[config.mk]
export PLATFORM = sky130hd
export DESIGN_NAME = ab_boot_slot_trial_controller_flat
export DESIGN_NICKNAME = d
export VERILOG_FILES = /design/src/rtl/abst_pkg.sv /design/src/rtl/abst_if.sv /design/src/rtl/abst_journal.sv /design/src/rtl/ab_boot_slot_trial_controller.sv /design/src/flat_wrapper.sv
export VERILOG_INCLUDE_DIRS = /design/src /design/src/rtl
export SDC_FILE = /design/constraint.sdc
export NUM_CORES = 1
export LEC_CHECK = 0
export BUFFER_PORTS_ARGS = -buffer_cell sky130_fd_sc_hd__buf_2
export CAP_MARGIN = 20
export CORE_MARGIN = 5
export CORE_UTILIZATION = 40
export CTS_CLUSTER_SIZE = 25
export DETAILED_ROUTE_END_ITERATION = 7
export HOLD_SLACK_MARGIN = 0.1
export SLEW_MARGIN = 20
export SYNTH_ARGS = -nofsm -noshare
export SYNTH_HDL_FRONTEND = slang
export SYNTH_HIERARCHICAL = 1
export SYNTH_SLANG_ARGS = --single-unit
[constraint.sdc]
create_clock -name clk -period 15.8 [get_ports clk]
set_clock_uncertainty 0.05 [all_clocks]
set_input_delay 0.79 -clock clk [delete_from_list [all_inputs] [get_ports clk]]
set_output_delay 0.79 -clock clk [all_outputs]
set_load 0.02 [all_outputs]
[src/rtl/assert_macros.svh]
// Assertion helpers shared by the RTL.
`ifndef ASSERT_MACROS_SVH
`define ASSERT_MACROS_SVH

// Clocked assertion, disabled while reset is asserted.
`define AB_ASSERT(lbl, clk, rst_n, prop) \
    lbl: assert property (@(posedge clk) disable iff (!rst_n) prop) \
        else $error("assertion failed");

// Clocked assertion that is also checked during reset.
`define AB_ASSERT_ALWAYS(lbl, clk, prop) \
    lbl: assert property (@(posedge clk) prop) \
        else $error("assertion failed");

`endif

[src/rtl/abst_pkg.sv]
package abst_pkg;

    localparam int unsigned SEQ_W = 64;

    typedef logic [1:0]       slot_t;
    typedef logic [1:0]       trial_t;
    typedef logic [1:0]       action_t;
    typedef logic [3:0]       fidx_t;
    typedef logic [SEQ_W-1:0] seq_t;

    localparam slot_t SLOT_NONE = 2'd0;
    localparam slot_t SLOT_A    = 2'd1;
    localparam slot_t SLOT_B    = 2'd2;

    localparam trial_t TRIAL_NONE    = 2'd0;
    localparam trial_t TRIAL_PENDING = 2'd1;
    localparam trial_t TRIAL_STARTED = 2'd2;

    localparam action_t ACT_ACTIVE   = 2'd0;
    localparam action_t ACT_PREVIOUS = 2'd1;
    localparam action_t ACT_TRIAL    = 2'd2;
    localparam action_t ACT_RECOVERY = 2'd3;

    typedef enum logic [2:0] {
        OP_BOOT    = 3'd0,
        OP_START   = 3'd1,
        OP_RETRY   = 3'd2,
        OP_DISCARD = 3'd3,
        OP_CONFIRM = 3'd4,
        OP_RAISE   = 3'd5,
        OP_LOAD    = 3'd6
    } op_t;

    // Journal field selectors for the load command
    localparam fidx_t FLD_ACTIVE     = 4'd0;
    localparam fidx_t FLD_PREVIOUS   = 4'd1;
    localparam fidx_t FLD_PENDING    = 4'd2;
    localparam fidx_t FLD_TRIAL      = 4'd3;
    localparam fidx_t FLD_DOWNGRADE  = 4'd4;
    localparam fidx_t FLD_GENERATION = 4'd5;
    localparam fidx_t FLD_INSTALLED  = 4'd6;
    localparam fidx_t FLD_PREV_SEQ   = 4'd7;
    localparam fidx_t FLD_CANDIDATE  = 4'd8;

    typedef struct packed {
        op_t   opcode;
        logic  rescue_held;
        logic  pending_verified;
        slot_t live_slot;
        seq_t  live_seq;
        fidx_t field_index;
        seq_t  field_value;
    } cmd_t;

    typedef struct packed {
        logic    ok;
        action_t boot_action;
        slot_t   boot_slot;
        logic    journal_consistent;
        slot_t   active_now;
        slot_t   pending_now;
        trial_t  trial_now;
        logic    downgrade_now;
        seq_t    generation_now;
        seq_t    floor_now;
    } res_t;

endpackage

[src/rtl/abst_if.sv]
interface abst_cmd_if;
    logic                 valid;
    logic                 ready;
    logic [2:0]           opcode;
    logic                 rescue_held;
    logic                 pending_verified;
    abst_pkg::slot_t      live_slot;
    abst_pkg::seq_t       live_seq;
    abst_pkg::fidx_t      field_index;
    abst_pkg::seq_t       field_value;

    modport source (
        output valid, opcode, rescue_held, pending_verified, live_slot,
               live_seq, field_index, field_value,
        input  ready
    );
    modport sink (
        input  valid, opcode, rescue_held, pending_verified, live_slot,
               live_seq, field_index, field_value,
        output ready
    );
endinterface

interface abst_res_if;
    logic                 valid;
    logic                 ready;
    logic                 ok;
    abst_pkg::action_t    boot_action;
    abst_pkg::slot_t      boot_slot;
    logic                 journal_consistent;
    abst_pkg::slot_t      active_now;
    abst_pkg::slot_t      pending_now;
    abst_pkg::trial_t     trial_now;
    logic                 downgrade_now;
    abst_pkg::seq_t       generation_now;
    abst_pkg::seq_t       floor_now;

    modport source (
        output valid, ok, boot_action, boot_slot, journal_consistent, active_now,
               pending_now, trial_now, downgrade_now, generation_now, floor_now,
        input  ready
    );
    modport sink (
        input  valid, ok, boot_action, boot_slot, journal_consistent, active_now,
               pending_now, trial_now, downgrade_now, generation_now, floor_now,
        output ready
    );
endinterface

interface abst_cfg_if;
    logic           valid;
    logic           ready;
    abst_pkg::seq_t data;

    modport source (
        output valid, data,
        input  ready
    );
    modport sink (
        input  valid, data,
        output ready
    );
endinterface

[src/rtl/abst_journal.sv]
`include "assert_macros.svh"

// Slot journal registers and the combinational command update.
module abst_journal (
    input  logic           clk,
    input  logic           rst_n,
    input  logic           fire,
    input  abst_pkg::cmd_t cmd,
    input  abst_pkg::seq_t dev_seq,
    output abst_pkg::res_t res
);

    abst_pkg::slot_t  active_reg,   active_next;
    abst_pkg::slot_t  prev_reg,     prev_next;
    abst_pkg::slot_t  pend_reg,     pend_next;
    abst_pkg::trial_t trial_reg,    trial_next;
    logic             dg_reg,       dg_next;
    abst_pkg::seq_t   gen_reg,      gen_next;
    abst_pkg::seq_t   inst_reg,     inst_next;
    abst_pkg::seq_t   prev_seq_reg, prev_seq_next;
    abst_pkg::seq_t   cand_reg,     cand_next;

    logic can_mut;
    logic started_ok;
    logic dg_cond;
    logic slot_run_ok;

    assign can_mut     = (gen_reg != '1);
    assign started_ok  = (trial_reg == abst_pkg::TRIAL_STARTED)
                         && (pend_reg != abst_pkg::SLOT_NONE) && can_mut;
    assign dg_cond     = (cand_reg != dev_seq) && (cand_reg < inst_reg);
    assign slot_run_ok = ((cmd.live_slot == abst_pkg::SLOT_A)
                          || (cmd.live_slot == abst_pkg::SLOT_B))
                         && (active_reg == cmd.live_slot);

    always_comb
    begin
        active_next   = active_reg;
        prev_next     = prev_reg;
        pend_next     = pend_reg;
        trial_next    = trial_reg;
        dg_next       = dg_reg;
        gen_next      = gen_reg;
        inst_next     = inst_reg;
        prev_seq_next = prev_seq_reg;
        cand_next     = cand_reg;
        res           = '0;

        unique case (cmd.opcode)
            abst_pkg::OP_BOOT:
            begin
                res.ok = 1'b1;
                priority if (cmd.rescue_held && prev_reg != abst_pkg::SLOT_NONE)
                begin
                    res.boot_action = abst_pkg::ACT_PREVIOUS;
                    res.boot_slot   = prev_reg;
                end
                else if (trial_reg == abst_pkg::TRIAL_STARTED)
                begin
                    res.boot_action = abst_pkg::ACT_RECOVERY;
                    res.boot_slot   = active_reg;
                end
                else if (trial_reg == abst_pkg::TRIAL_PENDING && cmd.pending_verified)
                begin
                    res.boot_action = abst_pkg::ACT_TRIAL;
                    res.boot_slot   = pend_reg;
                end
                else if (trial_reg == abst_pkg::TRIAL_PENDING)
                begin
                    res.boot_action = abst_pkg::ACT_RECOVERY;
                    res.boot_slot   = active_reg;
                end
                else
                begin
                    res.boot_action = abst_pkg::ACT_ACTIVE;
                    res.boot_slot   = active_reg;
                end
            end
            abst_pkg::OP_START:
            begin
                if (trial_reg == abst_pkg::TRIAL_PENDING
                    && pend_reg != abst_pkg::SLOT_NONE && can_mut)
                begin
                    gen_next   = gen_reg + 1'b1;
                    trial_next = abst_pkg::TRIAL_STARTED;
                    dg_next    = 1'b0;
                    res.ok     = 1'b1;
                end
            end
            abst_pkg::OP_RETRY:
            begin
                if (started_ok)
                begin
                    gen_next   = gen_reg + 1'b1;
                    trial_next = abst_pkg::TRIAL_PENDING;
                    dg_next    = dg_cond;
                    res.ok     = 1'b1;
                end
            end
            abst_pkg::OP_DISCARD:
            begin
                if (pend_reg != abst_pkg::SLOT_NONE && can_mut)
                begin
                    gen_next   = gen_reg + 1'b1;
                    pend_next  = abst_pkg::SLOT_NONE;
                    trial_next = abst_pkg::TRIAL_NONE;
                    cand_next  = '0;
                    dg_next    = 1'b0;
                    res.ok     = 1'b1;
                end
            end
            abst_pkg::OP_CONFIRM:
            begin
                if (started_ok)
                begin
                    gen_next      = gen_reg + 1'b1;
                    active_next   = pend_reg;
                    // developer builds leave the floor alone
                    if (cand_reg != dev_seq)
                    begin
                        inst_next = cand_reg;
                    end
                    prev_next     = active_reg;
                    prev_seq_next = inst_reg;
                    pend_next     = abst_pkg::SLOT_NONE;
                    trial_next    = abst_pkg::TRIAL_NONE;
                    cand_next     = '0;
                    dg_next       = 1'b0;
                    res.ok        = 1'b1;
                end
            end
            abst_pkg::OP_RAISE:
            begin
                if (slot_run_ok && trial_reg == abst_pkg::TRIAL_NONE
                    && pend_reg == abst_pkg::SLOT_NONE
                    && cmd.live_seq > inst_reg && can_mut)
                begin
                    gen_next  = gen_reg + 1'b1;
                    inst_next = cmd.live_seq;
                    res.ok    = 1'b1;
                end
            end
            abst_pkg::OP_LOAD:
            begin
                res.ok = 1'b1;
                unique case (cmd.field_index)
                    abst_pkg::FLD_ACTIVE:     active_next   = cmd.field_value[1:0];
                    abst_pkg::FLD_PREVIOUS:   prev_next     = cmd.field_value[1:0];
                    abst_pkg::FLD_PENDING:    pend_next     = cmd.field_value[1:0];
                    abst_pkg::FLD_TRIAL:      trial_next    = cmd.field_value[1:0];
                    abst_pkg::FLD_DOWNGRADE:  dg_next       = cmd.field_value[0];
                    abst_pkg::FLD_GENERATION: gen_next      = cmd.field_value;
                    abst_pkg::FLD_INSTALLED:  inst_next     = cmd.field_value;
                    abst_pkg::FLD_PREV_SEQ:   prev_seq_next = cmd.field_value;
                    abst_pkg::FLD_CANDIDATE:  cand_next     = cmd.field_value;
                    default:                  res.ok        = 1'b0;
                endcase
            end
            default:
            begin
            end
        endcase

        // consistency of the journal as it stands after the command
        res.journal_consistent =
            ((active_next == abst_pkg::SLOT_A) || (active_next == abst_pkg::SLOT_B))
            && (prev_next <= abst_pkg::SLOT_B) && (pend_next <= abst_pkg::SLOT_B)
            && (trial_next <= abst_pkg::TRIAL_STARTED)
            && ((pend_next == abst_pkg::SLOT_NONE) == (trial_next == abst_pkg::TRIAL_NONE))
            && (!dg_next || ((pend_next != abst_pkg::SLOT_NONE)
                             && (cand_next != dev_seq) && (cand_next < inst_next)));

        res.active_now     = active_next;
        res.pending_now    = pend_next;
        res.trial_now      = trial_next;
        res.downgrade_now  = dg_next;
        res.generation_now = gen_next;
        res.floor_now      = inst_next;
    end

    always_ff @(posedge clk or negedge rst_n)
    begin
        if (!rst_n)
        begin
            active_reg   <= abst_pkg::SLOT_A;
            prev_reg     <= abst_pkg::SLOT_NONE;
            pend_reg     <= abst_pkg::SLOT_NONE;
            trial_reg    <= abst_pkg::TRIAL_NONE;
            dg_reg       <= 1'b0;
            gen_reg      <= '0;
            inst_reg     <= '0;
            prev_seq_reg <= '0;
            cand_reg     <= '0;
        end
        else if (fire)
        begin
            active_reg   <= active_next;
            prev_reg     <= prev_next;
            pend_reg     <= pend_next;
            trial_reg    <= trial_next;
            dg_reg       <= dg_next;
            gen_reg      <= gen_next;
            inst_reg     <= inst_next;
            prev_seq_reg <= prev_seq_next;
            cand_reg     <= cand_next;
        end
    end

    // check helpers
    logic                         nl_fire;    // anything but a load retires
    logic                         sat_fire;   // same, with the counter saturated
    logic                         ok_fire;    // a mutating command succeeds
    logic [2*abst_pkg::SEQ_W+3:0] key_state;

    assign nl_fire   = fire && (cmd.opcode != abst_pkg::OP_LOAD);
    assign sat_fire  = nl_fire && !can_mut;
    assign ok_fire   = nl_fire && res.ok && (cmd.opcode != abst_pkg::OP_BOOT);
    assign key_state = {gen_reg, inst_reg, active_reg, pend_reg};

    // generation only ever steps by one, except through a load
    `AB_ASSERT(a_gen_step, clk, rst_n, nl_fire |=> (gen_reg - $past(gen_reg) <= 64'd1))
    // a saturated counter freezes the journal for every mutating command
    `AB_ASSERT(a_sat_frozen, clk, rst_n, sat_fire |=> $stable(key_state))
    // a successful mutating command always moves the generation
    `AB_ASSERT(a_ok_bumps, clk, rst_n, ok_fire |=> (gen_reg - $past(gen_reg) == 64'd1))

endmodule

[src/rtl/ab_boot_slot_trial_controller.sv]
`include "assert_macros.svh"

// A/B boot slot journal controller. Each command transaction (boot decision,
// start/retry/discard/confirm trial, raise anti-rollback floor, or load of one
// journal field) yields exactly one result transaction carrying success, the
// boot action and slot, a journal consistency flag and a read-back of the key
// journal fields after the command. Throughput is one command per clock while
// the result consumer keeps ready high. The result is registered: a command
// passes the command register, then the combinational journal update, into
// the result register, from which the result is presented. The command and
// result stages stall together when the result consumer holds off ready; a
// new command is still taken into an empty command stage while a finished
// result waits. The developer_sequence register resets to all ones and is
// written through the cfg channel, which is always ready; write it only
// while no command is in flight.
module ab_boot_slot_trial_controller (
    input  logic       clk,
    input  logic       rst_n,
    abst_cmd_if.sink   cmd,
    abst_res_if.source res,
    abst_cfg_if.sink   cfg
);

    // developer build marker
    abst_pkg::seq_t dev_seq_reg;

    // command stage
    logic           stg_valid_reg;
    abst_pkg::cmd_t stg_cmd_reg;

    // result stage
    logic           out_valid_reg;
    abst_pkg::res_t out_res_reg;

    abst_pkg::res_t step_res;
    logic           advance;    // result stage can take a new transaction
    logic           fire;       // command stage retires into the result stage

    assign advance   = !out_valid_reg || res.ready;
    assign fire      = stg_valid_reg && advance;
    assign cmd.ready = !stg_valid_reg || advance;
    assign cfg.ready = 1'b1;

    always_ff @(posedge clk or negedge rst_n)
    begin
        if (!rst_n)
        begin
            dev_seq_reg <= '1;
        end
        else if (cfg.valid)
        begin
            dev_seq_reg <= cfg.data;
        end
    end

    // command register
    always_ff @(posedge clk or negedge rst_n)
    begin
        if (!rst_n)
        begin
            stg_valid_reg <= 1'b0;
        end
        else if (cmd.ready)
        begin
            stg_valid_reg <= cmd.valid;
        end
    end

    always_ff @(posedge clk)
    begin
        if (cmd.valid && cmd.ready)
        begin
            stg_cmd_reg.opcode           <= abst_pkg::op_t'(cmd.opcode);
            stg_cmd_reg.rescue_held      <= cmd.rescue_held;
            stg_cmd_reg.pending_verified <= cmd.pending_verified;
            stg_cmd_reg.live_slot        <= cmd.live_slot;
            stg_cmd_reg.live_seq         <= cmd.live_seq;
            stg_cmd_reg.field_index      <= cmd.field_index;
            stg_cmd_reg.field_value      <= cmd.field_value;
        end
    end

    abst_journal u_journal (
        .clk     (clk),
        .rst_n   (rst_n),
        .fire    (fire),
        .cmd     (stg_cmd_reg),
        .dev_seq (dev_seq_reg),
        .res     (step_res)
    );

    // result register
    always_ff @(posedge clk or negedge rst_n)
    begin
        if (!rst_n)
        begin
            out_valid_reg <= 1'b0;
        end
        else if (advance)
        begin
            out_valid_reg <= stg_valid_reg;
        end
    end

    always_ff @(posedge clk)
    begin
        if (fire)
        begin
            out_res_reg <= step_res;
        end
    end

    assign res.valid              = out_valid_reg;
    assign res.ok                 = out_res_reg.ok;
    assign res.boot_action        = out_res_reg.boot_action;
    assign res.boot_slot          = out_res_reg.boot_slot;
    assign res.journal_consistent = out_res_reg.journal_consistent;
    assign res.active_now         = out_res_reg.active_now;
    assign res.pending_now        = out_res_reg.pending_now;
    assign res.trial_now          = out_res_reg.trial_now;
    assign res.downgrade_now      = out_res_reg.downgrade_now;
    assign res.generation_now     = out_res_reg.generation_now;
    assign res.floor_now          = out_res_reg.floor_now;

    // a result only shows up behind a command that was in the stage
    `AB_ASSERT(a_res_source, clk, rst_n, $rose(out_valid_reg) |-> $past(stg_valid_reg))
    // a held command stays in the stage while the result side stalls
    `AB_ASSERT(a_stage_hold, clk, rst_n, (stg_valid_reg && !advance) |=> stg_valid_reg)
    // taking a command into a full stage requires the stage to retire
    `AB_ASSERT(a_no_overrun, clk, rst_n, (cmd.valid && cmd.ready && stg_valid_reg) |-> fire)

endmodule
[src/flat_wrapper.sv]
// flat-port wrapper written by rule: the top's interface ports become plain ports
module ab_boot_slot_trial_controller_flat 
  (clk, rst_n, cmd_valid, cmd_opcode, cmd_rescue_held, cmd_pending_verified, cmd_live_slot, cmd_live_seq, cmd_field_index, cmd_field_value, cmd_ready, res_valid, res_ok, res_boot_action, res_boot_slot, res_journal_consistent, res_active_now, res_pending_now, res_trial_now, res_downgrade_now, res_generation_now, res_floor_now, res_ready, cfg_valid, cfg_data, cfg_ready);
  abst_cmd_if cmd_i ();
  abst_res_if res_i ();
  abst_cfg_if cfg_i ();
  input  logic clk;
  input  logic rst_n;
  input wire logic [$bits(cmd_i.valid)-1:0] cmd_valid;
  input wire logic [$bits(cmd_i.opcode)-1:0] cmd_opcode;
  input wire logic [$bits(cmd_i.rescue_held)-1:0] cmd_rescue_held;
  input wire logic [$bits(cmd_i.pending_verified)-1:0] cmd_pending_verified;
  input wire logic [$bits(cmd_i.live_slot)-1:0] cmd_live_slot;
  input wire logic [$bits(cmd_i.live_seq)-1:0] cmd_live_seq;
  input wire logic [$bits(cmd_i.field_index)-1:0] cmd_field_index;
  input wire logic [$bits(cmd_i.field_value)-1:0] cmd_field_value;
  output wire logic [$bits(cmd_i.ready)-1:0] cmd_ready;
  output wire logic [$bits(res_i.valid)-1:0] res_valid;
  output wire logic [$bits(res_i.ok)-1:0] res_ok;
  output wire logic [$bits(res_i.boot_action)-1:0] res_boot_action;
  output wire logic [$bits(res_i.boot_slot)-1:0] res_boot_slot;
  output wire logic [$bits(res_i.journal_consistent)-1:0] res_journal_consistent;
  output wire logic [$bits(res_i.active_now)-1:0] res_active_now;
  output wire logic [$bits(res_i.pending_now)-1:0] res_pending_now;
  output wire logic [$bits(res_i.trial_now)-1:0] res_trial_now;
  output wire logic [$bits(res_i.downgrade_now)-1:0] res_downgrade_now;
  output wire logic [$bits(res_i.generation_now)-1:0] res_generation_now;
  output wire logic [$bits(res_i.floor_now)-1:0] res_floor_now;
  input wire logic [$bits(res_i.ready)-1:0] res_ready;
  input wire logic [$bits(cfg_i.valid)-1:0] cfg_valid;
  input wire logic [$bits(cfg_i.data)-1:0] cfg_data;
  output wire logic [$bits(cfg_i.ready)-1:0] cfg_ready;
  assign cmd_i.valid = cmd_valid;
  assign cmd_i.opcode = cmd_opcode;
  assign cmd_i.rescue_held = cmd_rescue_held;
  assign cmd_i.pending_verified = cmd_pending_verified;
  assign cmd_i.live_slot = cmd_live_slot;
  assign cmd_i.live_seq = cmd_live_seq;
  assign cmd_i.field_index = cmd_field_index;
  assign cmd_i.field_value = cmd_field_value;
  assign cmd_ready = cmd_i.ready;
  assign res_valid = res_i.valid;
  assign res_ok = res_i.ok;
  assign res_boot_action = res_i.boot_action;
  assign res_boot_slot = res_i.boot_slot;
  assign res_journal_consistent = res_i.journal_consistent;
  assign res_active_now = res_i.active_now;
  assign res_pending_now = res_i.pending_now;
  assign res_trial_now = res_i.trial_now;
  assign res_downgrade_now = res_i.downgrade_now;
  assign res_generation_now = res_i.generation_now;
  assign res_floor_now = res_i.floor_now;
  assign res_i.ready = res_ready;
  assign cfg_i.valid = cfg_valid;
  assign cfg_i.data = cfg_data;
  assign cfg_ready = cfg_i.ready;
  ab_boot_slot_trial_controller u_core (.clk(clk), .rst_n(rst_n), .cmd(cmd_i), .res(res_i), .cfg(cfg_i));
endmodule
Yosys cells after proc, flatten, opt, wreduce, memory -nomap -nowiden
Index checks and enable logic that the tools add are counted.
- register bits: 547
- word-level logic and storage cells: 151
- add/sub/neg operators: 1
- magnitude comparators: 6
- eq/ne operators: 25
- multiplexer cells: 47
- bitwise gates (word level): 1
- reductions and logical operators: 42
- operators with widths (cell ; number):
    2-to-1 mux 64 bit ; 12
    one-hot mux 64 bit (3 select lines) ; 2
    one-hot mux 64 bit (5 select lines) ; 1
    less-than comparator 64 bit ; 2
    != test 64 bit ; 2
    adder 64 x 1 -> 64 bit (second input constant) ; 1
    greater-than comparator 64 bit ; 1
    != test 64 bit (second input constant) ; 1
    2-to-1 mux 2 bit ; 12
    logical AND 1 bit ; 22
    == test 4 x 3 -> 1 bit (second input constant) ; 4
    2-to-1 mux 4 bit ; 3
    2-to-1 mux 1 bit ; 10
    one-hot mux 2 bit (5 select lines) ; 1
    == test 3 bit (second input constant) ; 3
    OR reduction 9 bit ; 1
    == test 4 x 2 -> 1 bit (second input constant) ; 2
    logical NOT 2 bit ; 4
    one-hot mux 2 bit (2 select lines) ; 2
    == test 2 x 1 -> 1 bit (second input constant) ; 3
    == test 2 bit (second input constant) ; 3
    == test 3 x 2 -> 1 bit (second input constant) ; 2
    less-or-equal comparator 2 bit (second input constant) ; 3
    one-hot mux 1 bit (6 select lines) ; 1
    other kinds (15) ; 24

Logic depth before layout (Yosys ltp)
Gate-level depths: netlist (run 1).
- depth after elaboration: 13
- mapped depth: 26

Modules after synthesis
Netlist (run 1), hierarchy kept.
- modules (own cells, without submodules) (module ; times used ; cells an instance ; area an instance (um^2) ; sequential area each (um^2)):
    abst_journal ; 1 ; 2963 ; 22227.6 ; 5031.1
    ab_boot_slot_trial_controller ; 1 ; 425 ; 11267.1 ; 10139.7

Worst setup path after synthesis (run 1)
No wires, ideal clock.
- path type: input to register
- start: input res_ready
- end: register u_core.u_journal.gen_reg[26]
- setup time: 0.121 ns
- data arrival time: 6.080 ns
- data required time: 15.629 ns
- slack: 9.549 ns
- stages on the path: 5
- buffers on the path: 0
- path through: nand2b_1 and2_1 clkinv_1 or3_1 a22o_1
- word-level cells in the longest chain between the ends: 2
- ends and longest elaborated chain (item ; RTL line ; source):
    from (decl) ; flat_wrapper.sv:29 ; input wire logic [$bits(res_i.ready)-1:0] res_ready;
    logical OR 1 bit ; ab_boot_slot_trial_controller.sv:39 ; assign advance = !out_valid_reg || res.ready;
    logical AND 1 bit ; ab_boot_slot_trial_controller.sv:40 ; assign fire = stg_valid_reg && advance;
    via u_core.fire ; ab_boot_slot_trial_controller.sv:37 ; logic fire;
    to (signal assigned) ; abst_journal.sv:202 ; gen_reg <= gen_next;
    to (decl) ; abst_journal.sv:18 ; abst_pkg::seq_t gen_reg, gen_next;
The timed path passes the listed nets, and every way through them passes these cells.
A chain may end at the register's enable or synchronous reset.

==> results of run 1 <==
[worst max-delay path, stage by stage, from the launching register on]
cell,delay (ps)
dfrtp_1,380
inv_1,90
ha_1,300
nand4_1,240
nor4_1,900
and4_1,410
o31ai_1,130
and4_1,330
nor2_4,700
buf_4,680
a221o_1,280
o21ai_0,100
nand2_1,140
inv_1,80
ha_1,310
and3_1,200
a221o_1,320
a21o_1,170
a21o_1,210
a221o_1,370
a31oi_1,160
o21ai_1,90
or4_1,520
a211oi_1,450
o221a_1,270
[logic make-up after synthesis]
family	after synthesis	share of synthesized area (%)
AOI/OAI and AO/OA	928	18.6
xor gates and xnor gates	65	1.70
adders and majority gates	194	7.25
buffers and inverters	375	4.95
DFF	547	45.3
muxes	196	6.96
other	1	0.0112
and+or+nand+nor	1082	15.2
[how the worst max path moves through the flow]
stage / start / to / slack [ps] / cells past startpoint
6_report: u_core/u_journal/inst_reg[61] / u_core/res.journal_consistent / 7710 / 24
5_1_grt: u_core/u_journal/inst_reg[61] / u_core/res.journal_consistent / 7530 / 24
4_1_cts: u_core/u_journal/inst_reg[61] / u_core/res.journal_consistent / 7900 / 24
3_5_place_dp: u_core/u_journal/inst_reg[63] / u_core/res.journal_consistent / 7940 / 24
3_3_place_gp: u_core/u_journal/inst_reg[51] / u_core/res.journal_consistent / 8030 / 24
2_1_floorplan: res_ready / u_core/u_journal/gen_reg[26] / 9550 / 5
[power by group]
part           internal, mW  switching, mW  leakage, nW
combinational         0.608           1.01         10.1
sequential             1.76          0.369         5.83
clock                 0.916          0.661         1.07
[stage by stage]
| step | utilization (%) | power (mW) | setup WS [ps] | std cells | hold WS (ps) |
|---|---|---|---|---|---|
| after floorplan | - | 3.05 | 9550 | 3388 | 399 |
| after global placement | 43.4 | 3.70 | 8030 | 4693 | 419 |
| after detailed placement | 43.4 | 3.70 | 7940 | 4693 | 431 |
| after CTS | 46.1 | 5.30 | 7900 | 4816 | 200 |
| after global routing | 46.1 | 5.57 | 7530 | 4816 | 250 |
| final | 46.1 | 5.33 | 7710 | 4818 | 197 |
[cells in the mapped netlist (33+ instances only)]
cell type and count:
nor3_1 37, dfstp_2 65, mux2_2 55, nand2_1 453
clkbuf_1 111, nand3_1 74, a21oi_1 160, edfxtp_1 280
nand4_1 67, nor2_1 230, o21ai_0 247, ha_1 194
xnor2_1 53, a21o_1 81, mux2_4 60, dfrtp_1 202
nor2b_1 41, inv_1 201, a22o_1 33, a31oi_1 100
mux2i_1 81, a221o_1 78, nand2b_1 38
[final cells by class]
| cell class | instances | area share [%] |
|---|---|---|
| multi-input cells | 2466 | 43.6 |
| repair buffers | 398 | 5.54 |
| clock buffers | 88 | 4.81 |
| clock inverters | 35 | 0.962 |
| diodes | 2 | 0.0130 |
| inverters | 202 | 1.98 |
| flip-flops and latches | 547 | 39.5 |
| well taps | 1080 | 3.52 |
[per-layer routing]
| layer | global-route usage (%) | part of all wire (%) | vias to the layer above |
|---|---|---|---|
| li1 | - | - | 13195 |
| met1 | 43.9 | 42 | 14799 |
| met2 | 45.8 | 42 | 1746 |
| met3 | 5.98 | 9.5 | 329 |
| met4 | 15.3 | 6.0 | 6 |
| met5 | 0 | 0.028 | - |
==> key figures, run 1 <==
Run status
  • Outcome: finished clean

Clock tree
  • Hold buffer count at CTS: 0
  • CTS tree: yes
  • CTS max path bufs: 3
  • Post-CTS Resized: 0
  • Worst-Skew Late Latency: roughly 620 ps
  • Clock tree root driver cell: clkbuf_16
  • Clock-pin slew on the worst setup and hold paths: ~60 ps
  • Cts bufs inserted: between 60 and 70
  • H-Tree Depth: 3
  • Post-CTS setup buffers: 0
  • Clock sink count: 547

STA
  • Period utilisation layout: around half
  • Number of hold violations in the final report: 0
  • Final setup violating endpoints: 0
  • Worst-margin pin slew: around 1200 ps
  • Setup TNS: 0 ps
  • Fin. max-slew vios: 0
  • Tmin final: between 8000 and 9000 ps
  • Relative slew slack: about 17%
  • FMAX: around 120 MHz
  • RSZ-0062 raised after global routing: false

Worst setup path
  • Worst R2R Path Depth: 24
  • Crit path kind: flip-flop to flip-flop
  • Worst Setup End Kind: flip-flop
  • Critical Path Source Type: flip-flop
  • Crit Path Max Fanout: 40
  • Required time worst endpoint: 16,240 ps
  • Arr. time, crit path: approximately 8500 ps
  • Flop2flop setup slack: ~7700 ps
  • Reg-to-Reg End: u_core/res.journal_consistent
  • R2r startpoint: u_core/u_journal/inst_reg[61]

Finish
  • Area delta synth->final: 14.5%
  • Layout Nets: 4,084
  • Fill count: between 7,000 and 8,000
  • Share of post-route cells with drive strength above 1: between 10% and 20%
  • Highest-count cells in the layout ignoring fill and taps: nand2_1, buf_2, edfxtp_1
  • Max FFs per register: 139
  • Final instance area: approximately 0.038 mm2
  • Most common cell after layout, fill and taps aside: nand2_1
  • Storage element area: between 0.015 and 0.02 mm2
  • Multi-input logic area: about 0.017 mm2

Min path
  • Worst hold path type: primary input to async pin

Yosys
  • Ys async rst share: about half
  • Yosys warns: 6
  • Post-synth EDFFs: between 200 and 300
  • Synth top area cells: edfxtp_1, dfrtp_1, ha_1
  • Syn_nets: roughly 3,800
  • Cell taking the most area after synthesis: edfxtp_1
  • Unique cell type count in the Yosys netlist: approximately 100
  • Sequential share of the synthesized area: about 45%
  • Syn Inst Count: about 3,400
  • Area of the mapped netlist: 0.0335 mm2
  • Yosys reg bits: ~550
  • Synth Area per Inst: between 9 and 10 um2
  • Top cell type's share of synthesized area: between 20% and 30%
  • Post-synth top flop: edfxtp_1

Placement
  • PortBufs: between 300 and 400
  • Placer congestion estimate: about 1.1
  • Area of placed instances: approximately 0.036 mm2
  • Hpwl dp: about 110,000 um

Die
  • Die Ht: around 300 um
  • Die Wd: between 200 and 300 um
  • Full die area: about 0.090 mm2
  • Starting Density: between 40 and 50%
  • Rows: 106
  • Ports: around 350
  • Area of the core: 0.0833 mm2

Drt
  • DR pass1 iterations: 6
  • Final wirelength: between 100,000 and 150,000 um
  • Initial DRC Count: about 3,700
  • Vias per cell: around 6.2
  • DRC viols: 0
  • Antenna Nets Post-Route: 0
  • DR WL/cell: between 30 and 40 um
  • Vias after detailed routing: roughly 30,000

Global routing
  • Initial antenna violation count: 6
  • Largest net degree at the start of global routing: roughly 100
  • Vias in the first global route: around 28,000
  • First-pass GRT wire length: approximately 200,000 um
  • GRT Total Usage: between 30% and 40%
  • Gr ovfl total: 0

Run
  • Max-Cap Viols: 0

Power and ir drop
  • Maximum vdd drop: between 0.08 and 0.09 mV
  • PD cells: 139 mW/mm2
  • P_leak: 17.0 nW
Note: power is estimated with default switching activity, not from simulation.
==> run 2, diff against run 1 <==
- ABC_AREA: unset -> 1
- clock period: 15.8 -> 7.25 ns (I/O delays scaled with it)
==> run 2 against run 1 <==
Against the previous run:
- combinational power up 110%
- maximum frequency up 38%
- via count up 6.9%
- largest power group unchanged
- synthesized area up 3.8%
- die area up 3.7%
- critical path depth unchanged
- highest routed layer unchanged
==> key figures, run 2 <==
Placement
  • Area of placed instances: roughly 0.037 mm2
  • Placed insts: roughly 5,500
  • Placer congestion estimate: 0.932
  • Hpwl dp: 90,400 um
  • PortBufs: 350

Drt
  • Vias per cell: 5.47
  • DRC viols: 0
  • Initial DRC Count: 3,375
  • DR WL/cell: 22.0 um
  • DR pass1 iterations: 6
  • Final wirelength: about 130,000 um
  • Vias after detailed routing: 32,159
  • Antenna Nets Post-Route: 0

Finish
  • Post-route non-filler standard cell count: 5,875
  • Final instance area: between 0.04 and 0.05 mm2
  • Most common cell after layout, fill and taps aside: nand2_1
  • Highest-count cells in the layout ignoring fill and taps: nand2_1, inv_1, o21ai_0
  • Area delta synth->final: 20.3%
  • Multi-input logic area: roughly 0.017 mm2
  • Share of post-route cells with drive strength above 1: 15.7%
  • Max FFs per register: between 100 and 150
  • Storage element area: 0.0152 mm2
  • Layout Nets: slightly above 5,000
  • Fill count: about 8,400

Run status
  • Outcome: finished clean

STA
  • Final setup violating endpoints: 0
  • Fin. max-slew vios: 0
  • Tmin final: ~6000 ps
  • FMAX: 170 MHz
  • Number of hold violations in the final report: 0
  • Relative slew slack: between 20% and 30%
  • Setup TNS: 0 ps
  • Period utilisation layout: slightly above 80%
  • RSZ-0062 raised after global routing: false
  • Worst-margin pin slew: between 1000 and 1500 ps

Power and ir drop
  • Register share of total power: 38.7%
  • Pint: 7.18 mW
  • Comb pwr share: between 20% and 30%
  • Sw frac: between 30% and 40%
  • P_leak: around 18 nW
  • Clock power frac: roughly a third
  • PD cells: 271 mW/mm2
  • Maximum vdd drop: ~0.19 mV
  • Switching pwr: approximately 4.2 mW

Die
  • Ports: approximately 350
  • Rows: roughly 110
  • Starting Density: about two fifths
  • Full die area: just over 0.09 mm2
  • Die Wd: ~300 um
  • Die Ht: just over 300 um
  • Area of the core: between 0.08 and 0.09 mm2

Worst setup path
  • Worst Setup End Kind: flip-flop
  • Worst path cell trace: ha_1 -> nand2_1 -> inv_2 -> nand4_2 -> nor2_2 -> nand2_2 -> nor2_2 -> nor2_2 -> a21oi_2 -> nor2_4 -> buf_4 -> nor2_1 -> a211o_1 -> o21ai_0 -> ha_1 -> a21oi_1 -> nor2_1 -> a211oi_1 -> o221ai_1 -> a21oi_1 -> o221ai_1 -> a21oi_1 -> nand2_1 -> a21oi_1
  • Slowest stage delay, CP: between 700 and 800 ps
  • Critical Path Most Common Cell: a21oi_1
  • Crit path kind: flip-flop to flip-flop
  • Arr. time, crit path: between 6000 and 7000 ps
  • Crit. Startpoint: u_core/u_journal/gen_reg[1]
  • Crit Path Max Fanout: 23
  • Required time worst endpoint: around 7700 ps
  • Critical path's slowest cell: nor2_4
  • Critical Path Source Type: flip-flop
  • R2r startpoint: u_core/u_journal/gen_reg[1]

Min path
  • Hold_sp: cfg_valid
  • Worst hold path type: primary input to flip-flop

Yosys
  • Synth Area per Inst: approximately 8.3 um2
  • Top cells by count, synth: nand2_1, inv_1, o21ai_0
  • Top cell type's share of synthesized area: roughly 24%
  • Syn_nets: between 4,000 and 5,000
  • Post-synth EDFFs: between 200 and 300
  • Synth top area cells: edfxtp_1, dfrtp_1, nand2_1
  • Yosys warns: 6
  • Syn Inst Count: around 4,200
  • Unique cell type count in the Yosys netlist: 73
  • Top-count cell post-synth: nand2_1
  • Sequential share of the synthesized area: 43.6%
  • Post-synth top flop: edfxtp_1
  • Yosys reg bits: roughly 550
  • Area of the mapped netlist: 0.0348 mm2
  • Ys async rst share: roughly half
  • Cell taking the most area after synthesis: edfxtp_1

Global routing
  • Largest net degree at the start of global routing: about 120
  • Initial antenna violation count: 16
  • First-pass GRT wire length: a little under 200,000 um
  • GRT Total Usage: a little over a quarter
  • Vias in the first global route: a little over 30,000
  • Gr ovfl total: 0

Clock tree
  • CTS tree: yes
  • H-Tree Depth: 3
  • Cts bufs inserted: 67
  • CTS max path bufs: 3
  • Clock sink count: 547
  • Clock tree root driver cell: clkbuf_16
  • Worst-Skew Late Latency: 620 ps
  • Hold buffer count at CTS: 207
  • Clock-pin slew on the worst setup and hold paths: approximately 60 ps
  • Post-CTS Resized: 0
  • Post-CTS setup buffers: 0

Run
  • Max-Cap Viols: 0
## run 2: cell type report
| class | count | area share, % |
|---|---|---|
| Clock buffer | 85 | 4.49 |
| Clock inverter | 36 | 1.06 |
| Tap cell | 1155 | 3.45 |
| Inverter | 548 | 4.95 |
| Timing Repair Buffer | 601 | 10.1 |
| Antenna cell | 5 | 0.0299 |
| Sequential cell | 547 | 36.2 |
| Multi-Input combinational cell | 2898 | 39.7 |
## run 2: path summary, 6_finish.rpt
kind | end | slack [ps] | depth (start not counted)
worst max-delay path | u_core/res.journal_consistent | 1380 | 24
worst min-delay path | u_core/dev_seq_reg[63] | 170 | 3
worst max register to register | u_core/res.journal_consistent | 1380 | 24
worst min register to register | u_core/dev_seq_reg[44] | 420 | 2
max in group asynchronous | u_core/u_journal/cand_reg[15] | 5490 | 3
min in group asynchronous | u_core/u_journal/cand_reg[45] | 340 | 2
## run 2: routing by layer
metal  track usage [%]  wire length, um  vias to the layer above
met5                 0               13                        -
met4              7.83             4120                        2
met3              5.51            11400                      226
met2              42.0            57800                     1415
met1              37.6            56100                    15163
li1                  -                -                    15353
## run 2: worst max-delay path, delay by kind of cell (launching register included)
| kind | cells | cell delay (ps) |
|---|---|---|
| compound gates | 10 | 2260 |
| simple gates | 10 | 1970 |
| fa+ha+maj | 2 | 590 |
| flops | 1 | 440 |
| buf+inv | 2 | 380 |
## run 2: kinds of logic (layout without fill, tap and decap cells)
family,after synthesis,after routing,synth area share (%)
buf+inv,757,1270,8.86
compound gates,1167,1167,20.3
xor+xnor,78,78,1.96
fa+ha+maj,194,194,6.98
flops,547,547,43.6
other cells,1,6,0.0108
simple gates,1455,1455,18.1
mux,3,3,0.0863
## run 2: power groups by stage
stage	logic, mW	registers, mW	clock network [mW]
after floorplan	2.13	4.39	0
after global placement	3.21	4.43	0
after detailed placement	3.22	4.44	0
after CTS	3.33	4.38	3.68
after global routing	3.76	4.46	3.80
final	3.37	4.40	3.59
## run 2: stage by stage
stage | power (mW) | hold slack, ps | util, % | setup WS [ps]
2_1_floorplan | 6.53 | 16.9 | - | 1190
6_report | 11.4 | 174 | 48.4 | 1380
4_1_cts | 11.4 | 166 | 48.4 | 1540
3_3_place_gp | 7.63 | 418 | 43.3 | 1670
3_5_place_dp | 7.66 | 418 | 43.3 | 1580
5_1_grt | 12.0 | 207 | 48.4 | 1120
